## src/rtl/core/bilinear_image_resize_16bit_core_assert.svh

```systemverilog
// ----------------------------------------------------------------------------
// Assertion macros for the bilinear resize core
// Concurrent checks sampled on clk, masked while rst is high.
// ----------------------------------------------------------------------------
`ifndef BILINEAR_IMAGE_RESIZE_16BIT_CORE_ASSERT_SVH
`define BILINEAR_IMAGE_RESIZE_16BIT_CORE_ASSERT_SVH
`ifndef ASSERT_OFF
// condition must hold at every edge
`define BIR_ASSERT(lbl, cond, msg) \
  lbl: assert property (@(posedge clk) disable iff (rst) (cond)) else $error(msg);
// antecedent at one edge implies consequent at the next
`define BIR_ASSERT_NEXT(lbl, ante, cons, msg) \
  lbl: assert property (@(posedge clk) disable iff (rst) (ante) |=> (cons)) else $error(msg);
`else
`define BIR_ASSERT(lbl, cond, msg)
`define BIR_ASSERT_NEXT(lbl, ante, cons, msg)
`endif
`endif

```

## src/rtl/core/bir_pkg.sv

```systemverilog
// ----------------------------------------------------------------------------
// bir_pkg
// Shared types and constants of the bilinear resize core.
// ----------------------------------------------------------------------------
package bir_pkg;

  localparam int MAX_SIDE_DEF   = 256;
  localparam int PIXEL_BITS_DEF = 16;
  localparam int CFG_BITS       = 9;
  localparam int CFG_IDX_BITS   = 4;
  localparam int QUEUE_DEPTH    = 4;
  localparam int FRAC_BITS      = 16;

  // item kinds
  localparam logic KIND_LOAD = 1'b0;
  localparam logic KIND_EMIT = 1'b1;

  // configuration register indexes
  typedef enum logic [CFG_IDX_BITS-1:0] {
    REG_SOURCE_WIDTH  = 4'd0,
    REG_SOURCE_HEIGHT = 4'd1,
    REG_TARGET_WIDTH  = 4'd2,
    REG_TARGET_HEIGHT = 4'd3
  } cfg_reg_t;

  typedef struct packed {
    logic        kind;
    logic [15:0] pixel_in;
  } in_item_t;

  typedef struct packed {
    logic [15:0] pixel_out;
    logic        last_pixel;
  } out_item_t;

  // queue status seen by both sides
  typedef struct packed {
    logic full;
    logic empty;
  } q_status_t;

  typedef enum logic [3:0] {
    BK_IDLE,
    BK_DIV_X,
    BK_DIV_Y,
    BK_POS,
    BK_GEO,
    BK_READ,
    BK_MUL,
    BK_ACC,
    BK_DONE
  } back_state_t;

endpackage

```

## src/rtl/core/bir_queue.sv

```systemverilog
// ----------------------------------------------------------------------------
// bir_queue
// Short job queue between the front and back parts.
// ----------------------------------------------------------------------------
`include "bilinear_image_resize_16bit_core_assert.svh"
module bir_queue
  import bir_pkg::*;
#(
  parameter int QW    = 8,
  parameter int DEPTH = QUEUE_DEPTH,
  localparam int PW = (DEPTH > 1) ? $clog2(DEPTH) : 1,
  localparam int NW = $clog2(DEPTH + 1)
) (
  input  logic          clk,
  input  logic          rst,
  input  logic          push,
  input  logic [QW-1:0] push_data,
  input  logic          pop,
  output logic [QW-1:0] pop_data,
  output q_status_t     q_stat
);

  logic [QW-1:0] slots [DEPTH];
  logic [PW-1:0] wr_ptr, rd_ptr;
  logic [NW-1:0] count;

  assign q_stat.full  = (count == NW'(DEPTH));
  assign q_stat.empty = (count == '0);
  assign pop_data     = slots[rd_ptr];

  // storage
  always_ff @(posedge clk) begin
    if (push) begin
      slots[wr_ptr] <= push_data;
    end
  end

  // pointers and fill level
  always_ff @(posedge clk) begin
    if (rst) begin
      wr_ptr <= '0;
      rd_ptr <= '0;
      count  <= '0;
    end else begin
      if (push) begin
        wr_ptr <= (wr_ptr == PW'(DEPTH - 1)) ? '0 : wr_ptr + PW'(1);
      end
      if (pop) begin
        rd_ptr <= (rd_ptr == PW'(DEPTH - 1)) ? '0 : rd_ptr + PW'(1);
      end
      if (push && !pop) begin
        count <= count + NW'(1);
      end else if (pop && !push) begin
        count <= count - NW'(1);
      end
    end
  end

  `BIR_ASSERT(a_no_overflow, !(push && q_stat.full), "push into full queue")
  `BIR_ASSERT(a_no_underflow, !(pop && q_stat.empty), "pop from empty queue")
  `BIR_ASSERT_NEXT(a_fill_up, push && !pop, count == $past(count) + NW'(1), "fill level lost")

endmodule

```

## config.mk

```make
export PLATFORM = sky130hd
export DESIGN_NAME = bir_queue
export DESIGN_NICKNAME = d
export VERILOG_FILES = /design/src/rtl/core/bir_pkg.sv /design/src/rtl/core/bir_queue.sv
export VERILOG_INCLUDE_DIRS = /design/src /design/src/rtl/core
export SDC_FILE = /design/constraint.sdc
export NUM_CORES = 1
export LEC_CHECK = 0
export BUFFER_PORTS_ARGS = -buffer_cell sky130_fd_sc_hd__clkbuf_2
export CAP_MARGIN = 20
export CORE_MARGIN = 4
export CORE_UTILIZATION = 50
export CTS_CLUSTER_SIZE = 40
export DETAILED_ROUTE_END_ITERATION = 10
export GPL_ROUTABILITY_DRIVEN = 0
export GPL_TIMING_DRIVEN = 0
export PLACE_DENSITY = 0.74
export SYNTH_ARGS = -nofsm -noshare
export SYNTH_HDL_FRONTEND = slang
export SYNTH_SLANG_ARGS = --single-unit
```

## constraint.sdc

```tcl
create_clock -name clk -period 1.5 [get_ports clk]
set_input_delay 0.225 -clock clk [delete_from_list [all_inputs] [get_ports clk]]
set_output_delay 0.225 -clock clk [all_outputs]
set_load 0.03 [all_outputs]
```

# [Word-level counts from Yosys, hierarchy flattened]
# Memories as Yosys holds them, arrays and structs flattened. A register that Yosys moved wholly into a read port is not among the register bits.
# Cells that the tools add are included.
[totals] regBits=7 ramBits=32 inputBits=12 output_inout_bits=10 elab_cells=25 mem_count=1
[mem_list] memory="slots" words=4 width=8 rd=1 rd_clocked_by_memory_dff=1 wr=1 line_no="bir_queue.sv:23" text="logic [QW-1:0] slots [DEPTH];"
[classes] add_sub_neg=4 eq_ne=3 muxes=8 reduce_logical=6
[ops] operator="$mux W2" n=4
[ops] operator="$mux W3" n=2
[ops] operator="$add A2 B1 Y2 const B" n=2
[ops] operator="$eq A2 B2 Y1 const B" n=2
[ops] operator="$add A3 B1 Y3 const B" n=1
[ops] operator="$eq A3 B3 Y1 const B" n=1
[ops] operator="$logic_not A3 Y1" n=1
[ops] operator="$sub A3 B1 Y3 const B" n=1
[ops] operator="$logic_and A1 B1 Y1" n=2
[ops] operator="$logic_not A1 Y1" n=2
[ops] operator="$mux W1" n=2
[ops] operator="$reduce_bool A2 Y1" n=1

# [Logic depth before layout (Yosys ltp)]
[logic_depth] word_depth=4 depth_mapped=7 mapped_depth_nobuf=7

# [Least setup slack after synthesis]
# Ideal clock, no wire load.
[synth_timing] path_type="in2reg" startpoint="in pop" endpoint="reg count[2]" setup_ns=0.070 arrival_time_ns=1.417 required_time_ns=1.430 setup_slack_ns=0.013 path_stages=7 path_buffers=0 cell_sequence="inv_1 > ha_1 > inv_1 > fa_1 > xor2_1 > or3_1 > a21oi_1"
[synth_between] elab_chain_cells=3 word_cells_on_any_way=5 classes_between="1 x mux; 4 x reduce/logical"
[synth_rtl] element="start, declared" line_no="bir_queue.sv:18" text="input logic pop,"
[synth_rtl] element="$logic_not A1 Y1" line_no="bir_queue.sv:51" text="if (push && !pop) begin"
[synth_rtl] element="$logic_and A1 B1 Y1" line_no="bir_queue.sv:51"
[synth_rtl] element="$mux W3 / $reduce_bool A2 Y1 (equally long branches)"
[synth_rtl] element="end signal, assigned" line_no="bir_queue.sv:52" text="count <= count + NW'(1);"
[synth_rtl] element="end signal, assigned" line_no="bir_queue.sv:54" text="count <= count - NW'(1);"
[synth_rtl] element="end, declared" line_no="bir_queue.sv:25" text="logic [NW-1:0] count;"
# Parallel ways exist; a longest one is shown, timed or not.
# A chain may end at the register's enable or synchronous reset.

==> results_dict.tcl <==
set metrics [dict create \
    dr.max_layer_used "met4" \
    required_ns 1.27 \
    n_antenna_cell 0 \
    path_delay_family "multiplexers" \
    dp_hpwl_um 1684 \
    cts_root_buf "clkbuf_4" \
    clkTransAtPathRegs_ns 0.11 \
    crit_buf_inv 2 \
    wirelength_met1_um 1023 \
    wl_per_cell_um 15.26 \
    core_um2 3053 \
    end_kind "primary output" \
    antenna_found_initial 0 \
    setup-tns-final_ns -1.844 \
    ys_seq_elements 41 \
    worst_slew_pin_slew_ns 0.4067 \
    via_count 799 \
    hold_viol_final 0 \
    final_util 0.6418 \
    dr.pass1.iters 4 \
    vdd_drop_max_mv 0.9240 \
    drive_above_1_share 0.4052 \
    ys_seq_area_frac 0.7142 \
    viasPerCell 4.994 \
    violations "negative setup slack" \
    critPathMaxFanout 8 \
    yosys_warnings 0 \
    avgSynthCellArea_um2 18.58 \
    clock_skew_ns 0.008472 \
    whs_path_depth 1 \
    finalNetCount 134 \
    cp_cell_sequence "buf_12 > mux4_2 > clkbuf_8" \
    period_needed_ns 1.744 \
    worstPathArrival_ns 1.52 \
    worst_hold_startpoint "push_data[5]" \
    startpoint_type "flop" \
    cap_violations 0 \
    power.leakage_nw 0.7252 \
    status "finished with violations" \
    slowest_delay_ns 0.51 \
    cp.depth 3 \
    r2r-start "count[1]" \
    reg2regPathDepth 4 \
    clock_latency_ns 0.34 \
    routed-wl-met2_um 1223 \
    crit_type "flop to primary output" \
    syn-num-nets 105 \
    postRouteAntennaNets 0 \
    slowest_stage "mux4_2" \
    dieArea_um2 4164 \
    fp.dieH_um 64.53 \
    initial_core_util 0.5234 \
    slew_viol_final 0 \
    fill_cells 235 \
    cts.sinks 41 \
    cts_hold_buf 0 \
    cts.path.max_buffers 2 \
    synth_cell_types 17 \
    drtIter0Drc 43 \
    area_growth_pct 22.63 \
    drcViolationCount 0 \
    grt-ovfl-total 0 \
    fin_crit_sh 1.163 \
    fmax_mhz 573.3 \
    setup_viol 8 \
    ios 22 \
    grt_setup_unrepaired "yes" \
    grt_pass1_wl_um 4188 \
    max_slew_margin 0.7289 \
    grt_pass1_vias 878 \
    hp-class "input pin to flop" \
    routed_wl_um 2441 \
    grtUsageTotal 0.1409 \
    num_rows 20 \
    cts_tree "built" \
    synthCells 86 \
    numCtsBuffers 5 \
    htreeDepth 2 \
    syn_area_um2 1598 \
    grt_max_degree 13 \
    pwr_density_cell_nw_per_um2 1228 \
    die_w_um 64.53 \
    port_buffers 21 \
    setup_ws_ns -0.2442 \
    wl_met3_um 146 \
]
cell type report:
| class | instances | area [µm²] | area share |
|---|---|---|---|
| repair buffers | 22 | 190.2 | 0.09706 |
| clock buffers | 8 | 80.08 | 0.04087 |
| well taps | 44 | 55.05 | 0.02810 |
| plain buffers | 2 | 25.02 | 0.01277 |
| inverters | 4 | 15.01 | 0.007663 |
| multi-input cells | 39 | 446.7 | 0.2280 |
| flip-flops and latches | 41 | 1147 | 0.5856 |
cell usage in the layout (no fill, tap or decap), types with 2 or more instances in the layout:
cell type	synthesis	routed
mux2i_1	4	4
dfxtp_2	0	2
buf_8	0	6
and2_1	4	4
nor2_1	7	7
clkbuf_4	0	5
dfxtp_1	9	6
clkbuf_8	0	3
clkbuf_2	1	14
edfxtp_1	32	32
inv_1	4	4
nor3b_1	2	2
mux4_2	8	8
ha_1	6	5
final timing paths:
path,to,slack (ns)
hold reg to reg,count[2],0.55
setup / recovery,pop_data[1],-0.24
setup reg to reg,count[2],0.08
hold / removal,slots[0][5],0.10
Yosys cell counts:
| master | number | area share |
|---|---|---|
| or3_1 | 1 | 0.0039 |
| mux4_2 | 8 | 0.11 |
| dfxtp_1 | 9 | 0.11 |
| a21oi_1 | 2 | 0.0063 |
| clkbuf_2 | 1 | 0.0031 |
| nor3_1 | 1 | 0.0031 |
| and2_1 | 4 | 0.016 |
| xor2_1 | 2 | 0.011 |
| edfxtp_1 | 32 | 0.60 |
| ha_1 | 6 | 0.047 |
| o21ai_0 | 1 | 0.0031 |
| fa_1 | 1 | 0.013 |
| mux2i_1 | 4 | 0.025 |
| buf_6 | 1 | 0.0070 |
| inv_1 | 4 | 0.0094 |
| nor2_1 | 7 | 0.016 |
| nor3b_1 | 2 | 0.0094 |
cell families (layout without fill, tap and decap cells):
logic type | count (synthesis) | count (layout) | share of synthesized area
AND/OR/NAND/NOR | 15 | 15 | 0.04855
adder cells (fa/ha/maj) | 7 | 7 | 0.05951
flip-flops | 41 | 41 | 0.7142
multiplexers | 12 | 12 | 0.1378
AO/OA/AOI/OAI | 3 | 3 | 0.009394
buffers and inverters | 6 | 36 | 0.01957
XOR/XNOR | 2 | 2 | 0.01097
power by group:
group	leakage, nW	switching, mW	internal (mW)	total, mW
Sequential	0.369	0.0349	1.29	1.33
Combinational	0.312	0.221	0.202	0.423
Clock	0.0437	0.323	0.331	0.654
Total	0.725	0.579	1.83	2.41
what timing repair did:
| item | CTS | global route |
|---|---|---|
| buffers inserted | 0 | 1 |
| pin swaps | 0 | 3 |
| gates resized for setup | 19 | 14 |
| setup endpoints to repair | 9 | 10 |
registers in the layout, summed over array words and instances (netlist names), named ones only:
| register | flops |
|---|---|
| count | 3 |
| rd_ptr | 2 |
| slots | 32 |
| wr_ptr | 2 |
per-layer routing:
layer / track usage / up-vias
li1: - / 382
met1: 0.1573 / 393
met2: 0.2268 / 19
met3: 0.06586 / 5
met5: 0 / -
met4: 0.06860 / 0
stage by stage:
stage	area, µm²	power (mW)	hold WS, ns	worst slack [ns]	std cells
after global placement	1758	1.672	0.4397	-0.1634	151
after detailed placement	1758	1.687	0.4513	-0.2105	151
after CTS	1914	2.397	0.08150	-0.2720	159
after global routing	1959	2.549	0.07212	-0.3241	160
after floorplan	1598	1.586	0.2941	0.01333	86
final	1959	2.407	0.1008	-0.2442	160
worst register-to-register path, delay by kind of cell, from the launching register on:
kind | cells | cell delay [ns]
adder cells (fa/ha/maj) | 1 | 0.37
XOR/XNOR | 1 | 0.16
AO/OA/AOI/OAI | 1 | 0.11
AND/OR/NAND/NOR | 1 | 0.37
flip-flops | 1 | 0.36
(Power assumes the default switching activity.)
