--- config.mk ---
export PLATFORM = sky130hd
export DESIGN_NAME = bir_front
export DESIGN_NICKNAME = d
export VERILOG_FILES = /design/src/rtl/core/bilinear_image_resize_16bit_core_assert.svh /design/src/rtl/core/bir_pkg.sv /design/src/rtl/core/bir_front.sv
export SDC_FILE = /design/constraint.sdc
export NUM_CORES = 1
export LEC_CHECK = 0
export ABC_AREA = 1
export BUFFER_PORTS_ARGS = -buffer_cell sky130_fd_sc_hd__buf_2
export CAP_MARGIN = 20
export CELL_PAD_IN_SITES_DETAIL_PLACEMENT = 1
export CELL_PAD_IN_SITES_GLOBAL_PLACEMENT = 1
export CORE_MARGIN = 2
export CORE_UTILIZATION = 38
export DETAILED_ROUTE_END_ITERATION = 8
export PLACE_DENSITY = 0.86
export SYNTH_ARGS = -nofsm -noshare
export SYNTH_HDL_FRONTEND = slang
export SYNTH_SLANG_ARGS = --single-unit
--- constraint.sdc ---
create_clock -name clk -period 7.5 [get_ports clk]
set_input_delay 0.375 -clock clk [delete_from_list [all_inputs] [get_ports clk]]
set_output_delay 0.375 -clock clk [all_outputs]
set_load 0.02 [all_outputs]
--- src/rtl/core/bilinear_image_resize_16bit_core_assert.svh ---
// ----------------------------------------------------------------------------
// Assertion macros for the bilinear resize core
// Concurrent checks sampled on clk, masked while rst is high.
// ----------------------------------------------------------------------------
`ifndef BILINEAR_IMAGE_RESIZE_16BIT_CORE_ASSERT_SVH
`define BILINEAR_IMAGE_RESIZE_16BIT_CORE_ASSERT_SVH
`ifndef ASSERT_OFF
// condition must hold at every edge
`define BIR_ASSERT(lbl, cond, msg) \
  lbl: assert property (@(posedge clk) disable iff (rst) (cond)) else $error(msg);
// antecedent at one edge implies consequent at the next
`define BIR_ASSERT_NEXT(lbl, ante, cons, msg) \
  lbl: assert property (@(posedge clk) disable iff (rst) (ante) |=> (cons)) else $error(msg);
`else
`define BIR_ASSERT(lbl, cond, msg)
`define BIR_ASSERT_NEXT(lbl, ante, cons, msg)
`endif
`endif

--- src/rtl/core/bir_pkg.sv ---
// ----------------------------------------------------------------------------
// bir_pkg
// Shared types and constants of the bilinear resize core.
// ----------------------------------------------------------------------------
package bir_pkg;

  localparam int MAX_SIDE_DEF   = 256;
  localparam int PIXEL_BITS_DEF = 16;
  localparam int CFG_BITS       = 9;
  localparam int CFG_IDX_BITS   = 4;
  localparam int QUEUE_DEPTH    = 4;
  localparam int FRAC_BITS      = 16;

  // item kinds
  localparam logic KIND_LOAD = 1'b0;
  localparam logic KIND_EMIT = 1'b1;

  // configuration register indexes
  typedef enum logic [CFG_IDX_BITS-1:0] {
    REG_SOURCE_WIDTH  = 4'd0,
    REG_SOURCE_HEIGHT = 4'd1,
    REG_TARGET_WIDTH  = 4'd2,
    REG_TARGET_HEIGHT = 4'd3
  } cfg_reg_t;

  typedef struct packed {
    logic        kind;
    logic [15:0] pixel_in;
  } in_item_t;

  typedef struct packed {
    logic [15:0] pixel_out;
    logic        last_pixel;
  } out_item_t;

  // queue status seen by both sides
  typedef struct packed {
    logic full;
    logic empty;
  } q_status_t;

  typedef enum logic [3:0] {
    BK_IDLE,
    BK_DIV_X,
    BK_DIV_Y,
    BK_POS,
    BK_GEO,
    BK_READ,
    BK_MUL,
    BK_ACC,
    BK_DONE
  } back_state_t;

endpackage

--- src/rtl/core/bir_front.sv ---
// ----------------------------------------------------------------------------
// bir_front
// Accepts items, assigns load addresses and destination coordinates.
// ----------------------------------------------------------------------------
module bir_front
  import bir_pkg::*;
#(
  parameter int MAX_SIDE   = MAX_SIDE_DEF,
  parameter int PIXEL_BITS = PIXEL_BITS_DEF,
  localparam int SW = $clog2(MAX_SIDE + 1),
  localparam int CW = (MAX_SIDE > 2) ? $clog2(MAX_SIDE) : 1,
  localparam int AW = 2 * CW,
  localparam int QW = 2 + PIXEL_BITS + AW + 2 * CW
) (
  input  logic          clk,
  input  logic          rst,
  input  logic          in_valid,
  output logic          in_stall,
  input  in_item_t      in_item,
  input  logic [SW-1:0] src_w,
  input  logic [SW-1:0] src_h,
  input  logic [SW-1:0] dst_w,
  input  logic [SW-1:0] dst_h,
  input  q_status_t     q_stat,
  output logic          push,
  output logic [QW-1:0] push_data
);

  typedef struct packed {
    logic                  kind;
    logic [PIXEL_BITS-1:0] pixel;
    logic [AW-1:0]         addr;
    logic [CW-1:0]         col;
    logic [CW-1:0]         row;
    logic                  last;
  } job_t;

  localparam int TW = 2 * SW;

  logic [AW-1:0] load_pos, load_pos_next;
  logic [CW-1:0] col, col_next, row, row_next;
  logic [TW-1:0] total, lp_cur, lp_inc;
  logic [SW-1:0] c0, r0, c1, r1;
  logic          accept;
  job_t          job;

  assign accept   = in_valid && !q_stat.full;
  assign in_stall = q_stat.full;
  assign push     = accept;
  assign push_data = job;

  // load address and wrap at the end of the source frame
  always_comb begin
    total  = TW'(src_w * src_h);
    lp_cur = (TW'(load_pos) >= total) ? '0 : TW'(load_pos);
    lp_inc = lp_cur + TW'(1);
    load_pos_next = (lp_inc >= total) ? '0 : lp_inc[AW-1:0];
  end

  // destination coordinates, restarted when out of range
  always_comb begin
    c0 = SW'(col);
    r0 = SW'(row);
    if (c0 >= dst_w || r0 >= dst_h) begin
      c0 = '0;
      r0 = '0;
    end
    c1 = c0 + SW'(1);
    r1 = r0;
    if (c1 >= dst_w) begin
      c1 = '0;
      r1 = r0 + SW'(1);
      if (r1 >= dst_h) begin
        r1 = '0;
      end
    end
    col_next = c1[CW-1:0];
    row_next = r1[CW-1:0];
  end

  // job packing
  always_comb begin
    job.kind  = in_item.kind;
    job.pixel = in_item.pixel_in[PIXEL_BITS-1:0];
    job.addr  = lp_cur[AW-1:0];
    job.col   = c0[CW-1:0];
    job.row   = r0[CW-1:0];
    job.last  = (r0 == dst_h - SW'(1)) && (c0 == dst_w - SW'(1));
  end

  always_ff @(posedge clk) begin
    if (rst) begin
      load_pos <= '0;
      col      <= '0;
      row      <= '0;
    end else if (accept) begin
      if (in_item.kind == KIND_LOAD) begin
        load_pos <= load_pos_next;
      end else begin
        col <= col_next;
        row <= row_next;
      end
    end
  end

endmodule

-- Yosys cells after proc, flatten, opt, wreduce, memory -nomap -nowiden
Cells that the tools add are included.
- register bits: 32
- word-level logic and storage cells: 31
- eq/ne operators: 2
- $mul: 1
- bitwise operators: 1
- reduce and logical (&&, ||, !) cells: 6
- order comparisons: 6
- mux-type cells: 7
- add/sub/neg operators: 5
- operators with widths (cell ; number):
    $mux 8 ; 5
    $mux 16 ; 2
    $add 8x1->9 const B ; 2
    $eq 9x9->1 ; 2
    $ge 16x18->1 ; 1
    $ge 17x18->1 ; 1
    $ge 8x9->1 ; 2
    $ge 9x9->1 ; 2
    $mul 9x9->18 ; 1
    $sub 9x1->9 const B ; 2
    $add 16x1->17 const B ; 1
    $reduce_and 2->1 ; 2
    $logic_and 1x1->1 ; 2
    $logic_not 1->1 ; 1
    $logic_or 1x1->1 ; 1
    $not 1->1 ; 1

-- Longest topological paths before layout
Gate-level depths: netlist of the first run.
- word-level depth: 7
- mapped depth: 52
- depth with buffers taken out: 49

-- Worst setup path before layout of the first run
Ideal clock, no wire load.
- kind: input-to-reg
- start point: in src_w[0]
- end point: reg load_pos[11]
- buffers on the path: 3
- arrival: 8139 ps
- stages on the path: 46
- setup time: 71 ps
- slack: -709 ps
- path through: clkbuf_1 nand2_1 fa_1 fa_1 inv_1 fa_1 inv_1 fa_1 inv_1 ha_1 a21oi_1 nand3_2 a31o_2 a21boi_0 xor2_1 ha_1 nand2_1 nor2_1 [... 10 more ...] nor2_4 nand3_1 and2_1 ha_1 nand3_1 nor2_1 o211ai_1 nand4_1 nand2_1 nand2_1 nand3_1 nand3_1 nand2_1 nand2_1 a21oi_1 buf_2 nand3_1 a21oi_1
- word-level cells in the longest chain between the ends: 6
- RTL lines (item ; line ; RTL):
    from (decl) ; bir_front.sv:20 ; input logic [SW-1:0] src_w,
    $mul 9x9->18 * ; bir_front.sv:54 ; total = TW'(src_w * src_h);
    $ge 16x18->1 * ; bir_front.sv:55 ; lp_cur = (TW'(load_pos) >= total) ? '0 : TW'(load_pos);
    $mux 16 * ; bir_front.sv:55 ;
    net push_data[17] ; bir_front.sv:26 ; output logic [QW-1:0] push_data
    $add 16x1->17 * ; bir_front.sv:56 ; lp_inc = lp_cur + TW'(1);
    $ge 17x18->1 ; bir_front.sv:57 ; load_pos_next = (lp_inc >= total) ? '0 : lp_inc[AW-1:0];
    $mux 16 * ; bir_front.sv:57 ;
    to (signal assigned) ; bir_front.sv:98 ; load_pos <= load_pos_next;
    to (decl) ; bir_front.sv:40 ; logic [AW-1:0] load_pos, load_pos_next;
Mark *: on every way through the listed nets, which the timed path passes. The rest lies on a longest branch.
A chain may end at the register's enable or synchronous reset.

-- Worst setup path after layout of the first run
- start point: in src_w[2]
- end point: reg load_pos[5]
- word-level cells in the longest chain between the ends: 6
- RTL lines (item ; line):
    $mul 9x9->18 * ; bir_front.sv:54
    $ge 16x18->1 ; bir_front.sv:55
    $mux 16 ; bir_front.sv:55
    $add 16x1->17 ; bir_front.sv:56
    $ge 17x18->1 ; bir_front.sv:57
    $mux 16 * ; bir_front.sv:57
Mark *: on every way between the ends. The rest lies on a longest branch, timed or not.

==> results by stage, run 1 <==
CTS:
- The clock root buffer is sky130_fd_sc_hd__clkbuf_16.
- The number of clock buffers added by TritonCTS is 5.
- CTS built an H-tree with a depth of 2.
- No sink is reached through more buffers than the 2 on the longest clock path.
- The total number of clock tree sinks is 32.
- For the worst-skew pair, the clock arrives at the later sink with an insertion delay of 300 ps.
- TritonCTS built the clock tree.
- The clock transition at the register clock pins on the worst setup and hold paths after CTS is 60 ps.
- The total of hold buffers inserted after clock tree synthesis is 0.

Setup path:
- The reg-to-reg critical path startpoint is row[6]$_SDFFE_PP0P_.
- The cell type with the highest occurrence count on the critical path is sky130_fd_sc_hd__nand2_1.
- The path depth of the worst reg2reg path is 25.
- The beginning of the critical path is src_w[2].
- The arrival time of data at the critical path endpoint is 7890 ps.
- STA puts the critical path data required time at 7690 ps.
- The type of the worst setup path is in2reg.
- In this design, the stage delay of the slowest critical-path cell is 600 ps.
- Of all nets on the critical path, the largest fanout is 14.
- The slowest library cell on the worst path is sky130_fd_sc_hd__fa_1.
- STA classifies the critical path endpoint as a flop.
- The worst-case register-to-register setup slack is 2340 ps.
- The launching element type of the critical path is a primary input.
- In this run the critical register-to-register path is captured at row[1]$_SDFFE_PP0P_.

Placed design:
- The number of cells in the design after placement is 1470.
- Routability-driven placement finished with a final weighted congestion of 0.905.
- Port buffering added 76 buffers.
- The HPWL after detailed placement is 19800 um.
- Prior to clock tree synthesis, the placed netlist has a worst setup slack of -423 ps.

Power:
- For this design the ratio of total power to cell area is 267 nW/um^2.
- Summed over all cells, the static leakage comes to 5.37 nW.
- IR analysis of the VDD net gives a maximum drop of 162 uV.

Logic synthesis:
- Of all cell types, the one taking the most synthesized area is sky130_fd_sc_hd__ha_1.
- The post-synthesis share of cell area spent on full adders, half adders and majority gates is 0.328.
- The number of library cell types mapped by synthesis is 46.
- Synthesis inferred 32 register bits.
- Of the total synthesized cell area, the portion taken by XOR and XNOR cells is 0.0349.
- The async set or reset register ratio after synthesis is 0.
- The largest family of logic cells by synthesized area is adder cells.
- The most frequent cell after synthesis is sky130_fd_sc_hd__nand2_1.
- The post-synthesis sequential area ratio is 0.0879.
- Synthesis produced 1124 cells.
- A synthesized cell averages 6.48 um^2.
- For this run, the number of Yosys warnings is 0.
- The most common flop cell mapped by yosys is sky130_fd_sc_hd__dfxtp_1.
- The portion of synthesized area spent on multiplexers is 0.
- After synthesis, the cell types taking the most area are sky130_fd_sc_hd__ha_1 19%, sky130_fd_sc_hd__nand2_1 15%, sky130_fd_sc_hd__fa_1 14%.
- The count of flip-flops with a built-in enable after synthesis is 0.
- The portion of synthesized cell area occupied by the leading cell type is 0.191.
- The post-synthesis share of cell area spent on and, or, nand and nor gates is 0.295.
- The synthesized cell area is 7280 um^2.
- Ranked by instance count, the synthesized netlist is headed by 297 x sky130_fd_sc_hd__nand2_1, 247 x sky130_fd_sc_hd__inv_1, 111 x sky130_fd_sc_hd__ha_1, 74 x sky130_fd_sc_hd__nor2_1, 60 x sky130_fd_sc_hd__a21oi_1.
- The post-synthesis compound-gate area fraction was 0.0869.
- Counting every net in the synthesized netlist gives 1343.

Min path:
- The endpoint of the worst hold-timing path is col[6]$_SDFFE_PP0P_.
- The startpoint of the lowest-slack hold path is col[6]$_SDFFE_PP0P_.
- The worst hold path passes through 2 cells.
- The class of the worst hold path is reg2reg.

Finish:
- The count of filler cells inserted in the layout is 2426.
- The number of antenna diodes in the final layout is 0.
- After the last flow step, the layout net total stands at 1486.
- The synthesis-to-finish area growth is 31.2%.
- The fraction of the core area covered by cells at the end of the flow is 0.509.
- The final cell count without fillers is 1502.
- Of the cells placed in the final design, the portion with a size suffix greater than 1 is 0.273.

GRT:
- The first global-routing pass estimated 40500 um of wire.
- Global routing finished with a remaining overflow of 0.
- The initial antenna violation count came to 0.
- The overall track demand over capacity in global routing is 0.249.
- Entering global routing, the biggest net connects 30 pins.
- The number of global-route vias before repair is 8521.

Detailed routing:
- The detail route stage leaves a number of antenna-violating nets equal to 0.
- For this run, design rule violations remaining after detail routing come to 0.
- The DRC marker count from the first detailed-route iteration is 415.
- The detail-routed via count per cell is 5.38.
- The first detailed-routing pass took 4 iterations.
- The via count is 8083.
- The total wirelength of the detailed-routed design is 30000 um.
- The average wire per cell in the routed design is 19.9 um.

Die:
- The number of rows created at floorplan is 50.
- For this configuration, the core starts out at a cell density of 0.388.
- The area of the die is 20300 um^2.
- Measured along the y axis, the die boundary spans 142 um.
- The die boundary width is 142 um.
- The number of ports placed on the die boundary is 110.
- The floorplan core area is 18800 um^2.

Timing:
- The number of pins with negative max-slew slack in the final report is 0.
- At the pin with the least slew margin, the transition time is 818 ps.
- The number of endpoints with negative hold slack in the final report is 0.
- After routing, the total negative slack on setup checks comes to -1950 ps.
- The final setup violation count is 16.
- In this run the tightest slew margin relative to its limit is 0.454.
- The largest clock skew in the final design is 8.78 ps.
- The smallest clock period supported by the final layout is computed as 7700 ps.
- In the finished design, the share of the clock period the worst path needs comes to 1.03.
- In the post-route analysis, the smallest setup slack over all paths is -198 ps.
- Static timing analysis puts the maximum clock frequency at 130 MHz.

Flow run:
- The max-capacitance violation count is 0.

Run status:
- The checks that failed: negative setup slack.
- The flow ran to the end, but the final reports show violations.
-- per-layer routing --
metal	global-route usage	share of wire
met5	0	0
met4	0.103	0.054
met3	0.0222	0.045
met2	0.473	0.52
met1	0.283	0.38
-- worst max-delay path by stage --
| stage | end | slack [ps] | cells after the start |
|---|---|---|---|
| finish | load_pos[5]$_SDFFE_PP0P_ | -200 | 46 |
| global route | load_pos[10]$_SDFFE_PP0P_ | -520 | 45 |
| CTS | load_pos[12]$_SDFFE_PP0P_ | 1 | 49 |
| detailed placement | load_pos[15]$_SDFFE_PP0P_ | -420 | 46 |
| global placement | load_pos[15]$_SDFFE_PP0P_ | -50 | 46 |
| floorplan | load_pos[2]$_SDFFE_PP0P_ | 20 | 48 |
-- timing repair --
action,CTS,global route
resized for setup,47,130
gates cloned,1,0
endpoints found under the hold margin,0,0
pin swaps,30,85
endpoints found under the setup margin,16,16
buffers inserted,7,18
-- placed cells by master (no fill, tap or decap), types with 12 or more instances in the layout --
| master | count |
|---|---|
| sky130_fd_sc_hd__o21ai_0 | 24 |
| sky130_fd_sc_hd__nand2_1 | 271 |
| sky130_fd_sc_hd__fa_1 | 45 |
| sky130_fd_sc_hd__nand3_1 | 41 |
| sky130_fd_sc_hd__nand2_2 | 29 |
| sky130_fd_sc_hd__a21oi_1 | 48 |
| sky130_fd_sc_hd__dfxtp_1 | 32 |
| sky130_fd_sc_hd__nor2_1 | 66 |
| sky130_fd_sc_hd__buf_2 | 61 |
| sky130_fd_sc_hd__buf_6 | 17 |
| sky130_fd_sc_hd__nand4_1 | 15 |
| sky130_fd_sc_hd__xor2_1 | 16 |
| sky130_fd_sc_hd__ha_4 | 18 |
| sky130_fd_sc_hd__inv_1 | 233 |
| sky130_fd_sc_hd__inv_2 | 19 |
| sky130_fd_sc_hd__ha_1 | 91 |
| sky130_fd_sc_hd__a21oi_2 | 12 |
| sky130_fd_sc_hd__buf_4 | 95 |
-- flip-flops by register name, indices dropped and copies added (netlist names) --
register / count
load_pos: 16
col: 8
row: 8
-- power breakdown --
group | total (W) | switching [W] | internal [W]
Sequential | 0.000173 | 0.00000194 | 0.000171
Clock | 0.000252 | 0.0000952 | 0.000157
Combinational | 0.00213 | 0.00115 | 0.000982
-- cell type report --
class / instances / area (um^2) / share of cell area
Clock inverter: 3 / 42.5 / 0.00445
Tap cell: 234 / 293 / 0.0306
Sequential cell: 32 / 641 / 0.0670
Timing Repair Buffer: 181 / 1350 / 0.141
Inverter: 254 / 956 / 0.100
Multi-Input combinational cell: 793 / 6150 / 0.643
Clock buffer: 5 / 125 / 0.0131
-- stage by stage --
stage               hold slack, ps  cell area, um^2  total power, W
floorplan                      445             7370         0.00101
global placement               453             8390         0.00143
detailed placement             474             8390         0.00154
CTS                            483             8850         0.00195
global route                   531             9560         0.00271
finish                         509             9560         0.00256
-- worst max-delay path: cells and delay by family --
family	cells	cell delay [ps]
adder cells (fa/ha/maj)	7	2780
XOR/XNOR	2	510
AO/OA/AOI/OAI	6	1210
AND/OR/NAND/NOR	23	2080
buffers and inverters	8	910
-- kinds of logic (layout without fill, tap and decap cells) --
group                      count (synthesis)  count (layout)
buffers and inverters                    299             443
AOI/OAI and AO/OA                        113             113
and+or+nand+nor                          490             490
xor gates and xnor gates                  29              29
DFF                                       32              32
adders and majority gates                161             161
No activity file was read; power rests on OpenSTA's default activity.
==> inputs of run 2 (changes only) <==
CORE_UTILIZATION = 42   (was 38)
PLACE_DENSITY = 0.9   (was 0.86)
SLEW_MARGIN = 20   (was not set)
clock period = 8.7 ns   (was 7.5 ns; I/O delays follow)
==> run 2 against run 1 <==
  * Clock skew decreased by 4.2 ps
  * Wire length decreased by 25%
  * The flow now finishes without violations
  * Flip-flop and latch count unchanged
  * Die area decreased by 9.3%
==> results by stage, run 2 (synthesis gave the netlist of run 1 again) <==
Detailed routing:
- After detailed routing, the average wire length per cell comes to 16.1 um.
- The detailed-router iteration count before antenna repair is 5.
- The final routed DRC violation total is 0.
- The post-route antenna net violation count is 0.
- In this run, the number of DRC markers left after iteration 0 of detailed routing was 288.
- Wires add up to 22600 um.
- The detail-routed via count per cell is 5.24.
- The via count is 7341.

CTS:
- The insertion delay to the later sink of the worst-skew pair is 290 ps.
- The total clock buffers created by CTS is 5.
- The number of buffers on the longest clock path is 2.
- For this design, the CTS-stage hold fixing added 0 buffers.
- The H-tree was split into 2 levels.
- Clock-pin slew was measured on the worst setup and hold paths at 60 ps.
- The CTS tree is built.
- The clock root buffer is sky130_fd_sc_hd__clkbuf_16.
- Counting every sink on the clock net gives 32.

GRT:
- The number of global-route vias before repair is 7746.
- The initial antenna violation count is 0.
- The total global routing overflow is 0.
- The largest net degree at the start of global routing is 30.
- The overall track demand over capacity in global routing is 0.250.
- The first global-routing pass estimated 36900 um of wire.

Setup path:
- The slowest stage of the critical path belongs to the cell sky130_fd_sc_hd__fa_1.
- STA puts the critical path data arrival time at 8370 ps.
- In this design, the stage delay of the slowest critical-path cell is 570 ps.
- The worst setup path is launched from a primary input.
- The cell that appears most often on the critical path is sky130_fd_sc_hd__nand2_1.
- At the worst endpoint, the required time is 8920 ps.
- The worst setup path is of the in2reg kind.
- In this run the worst path has a maximum fanout of 9.
- The endpoint kind of the worst setup timing path is a flop.

Timing:
- The maximum operating frequency is 123 MHz.
- The period utilization is 0.937.
- At the pin with the least slew margin, the transition time is 683 ps.
- The number of endpoints with negative hold slack in the final report is 0.
- The post-route setup TNS is 0 ps.
- The worst hold slack across all endpoints is 468 ps.
- Between clock sinks in the finished design, the worst skew comes to 4.63 ps.
- The clock period could shrink to 8150 ps.
- Headroom to the max-slew limit came out at 0.543.
- Setup repair after global routing left no endpoint under its margin.
- The setup slack after layout is 551 ps.
- Setup violations remaining at the end of the flow were counted as 0.
- The number of pins with negative max-slew slack in the final report is 0.

Finish:
- The number of antenna cells inserted is 0.
- The number of nets in the layout is 1393.
- The post-layout instance area is 7980 um^2.
- The area used by multi-input combinational logic is 5450 um^2.
- The library cells used most frequently in the layout, excluding fill and tap cells, are 297 x sky130_fd_sc_hd__nand2_1, 247 x sky130_fd_sc_hd__inv_1, 111 x sky130_fd_sc_hd__ha_1.
- The register area is 641 um^2.
- Leaving out fill and tap cells, the most frequent cell in the layout is sky130_fd_sc_hd__nand2_1.
- The filler cells instantiated in the layout total 2335.
- The share of post-route cells with drive strength above 1 is 0.121.
- Once layout is complete, the utilization of the core stands at 0.466.
- The number of flip-flops under the largest register name is 16.
- The largest register by flop count is load_pos.
- The area growth from synthesis to layout is 9.55%.
- The largest registers in the layout are load_pos (16), col (8), row (8).

Die:
- For this design the top-level I/O count stands at 110.
- In this run the vertical extent of the chip is 136 um.
- The initial utilization of the core area, before any placement, comes to 0.426.
- After floorplanning, the core was sized to cover 17100 um^2.
- Row generation in the floorplan step produced 48 rows.
- The area of the die is 18400 um^2.
- The die is 136 um wide.

Power:
- Of the total power, the clock network draws 0.169.
- The power dissipated by switching net loads is 0.000676 W.
- The combinational share of power is 0.720.
- In this run the static leakage power is 4.79 nW.
- The internal power summed over all cells is 0.000668 W.
- The peak supply drop is 109 uV.
- The proportion of power drawn by flip-flops and latches is 0.111.
- The total power per unit cell area is 168 nW/um^2.
- The switching share of power is 0.503.

Flow run:
- The max-capacitance violation count is 0.

Min path:
- The path class of the tightest hold or removal check is reg2reg.

Placed design:
- The placed instance area is 7720 um^2.
- The HPWL after detailed placement is 18300 um.
- The count of input and output buffers is 76.
- The weighted congestion at the end of routability-driven global placement is 0.891.
- Prior to clock tree synthesis, the placed netlist has a worst setup slack of 63.5 ps.

Run status:
- The flow ran to the end, and the final reports show no timing, DRC or antenna violations.
-- run 2: worst paths after layout --
| path | depth (start not counted) | end | slack [ps] | from |
|---|---|---|---|---|
| max | 46 | load_pos[7]$_SDFFE_PP0P_ | 550 | src_w[0] |
| min | 2 | row[0]$_SDFFE_PP0P_ | 470 | row[0]$_SDFFE_PP0P_ |
| max reg2reg | 21 | col[0]$_SDFFE_PP0P_ | 3900 | col[4]$_SDFFE_PP0P_ |
| min reg2reg | 2 | row[0]$_SDFFE_PP0P_ | 470 | row[0]$_SDFFE_PP0P_ |
-- run 2: metal layers --
layer  global-route usage  part of all wire  up-vias
li1                     -                 -     3542
met1                0.300              0.42     3572
met2                0.462              0.51      183
met3               0.0288             0.045       44
met4               0.0804             0.025        0
met5                    0                 0        -
-- run 2: area by class of cell --
type / count / share of cell area
sequential: 32 / 0.0803
tap: 225 / 0.0353
timing repair buffer: 88 / 0.0594
clock buffer: 7 / 0.0191
clock inverter: 1 / 0.00376
multi-input combinational: 793 / 0.682
inverter: 254 / 0.120
-- run 2: power groups by stage --
stage | Sequential [W] | Clock (W) | Combinational (W)
floorplan | 0.000152 | 0 | 0.000695
global placement | 0.000152 | 0 | 0.000858
detailed placement | 0.000153 | 0 | 0.000918
CTS | 0.000149 | 0.000229 | 0.000930
global route | 0.000149 | 0.000235 | 0.00111
finish | 0.000149 | 0.000227 | 0.000967
-- run 2: through the flow --
| stage | total power [W] | std cells |
|---|---|---|
| after CTS | 0.00131 | 1393 |
| after floorplan | 0.000847 | 1124 |
| after global placement | 0.00101 | 1385 |
| final | 0.00134 | 1400 |
| after detailed placement | 0.00107 | 1385 |
| after global routing | 0.00150 | 1400 |
-- run 2: worst max-delay path, delay by kind of cell --
kind / cells / cell delay (ps)
fa+ha+maj: 8 / 3240
buf+inv: 7 / 720
simple gates: 23 / 2370
xor+xnor: 1 / 210
compound gates: 7 / 1360
-- run 2: timing repair --
action | in CTS | in global routing
endpoints found under the setup margin | 0 | 16
buffers inserted | 0 | 6
resized for setup | 0 | 8
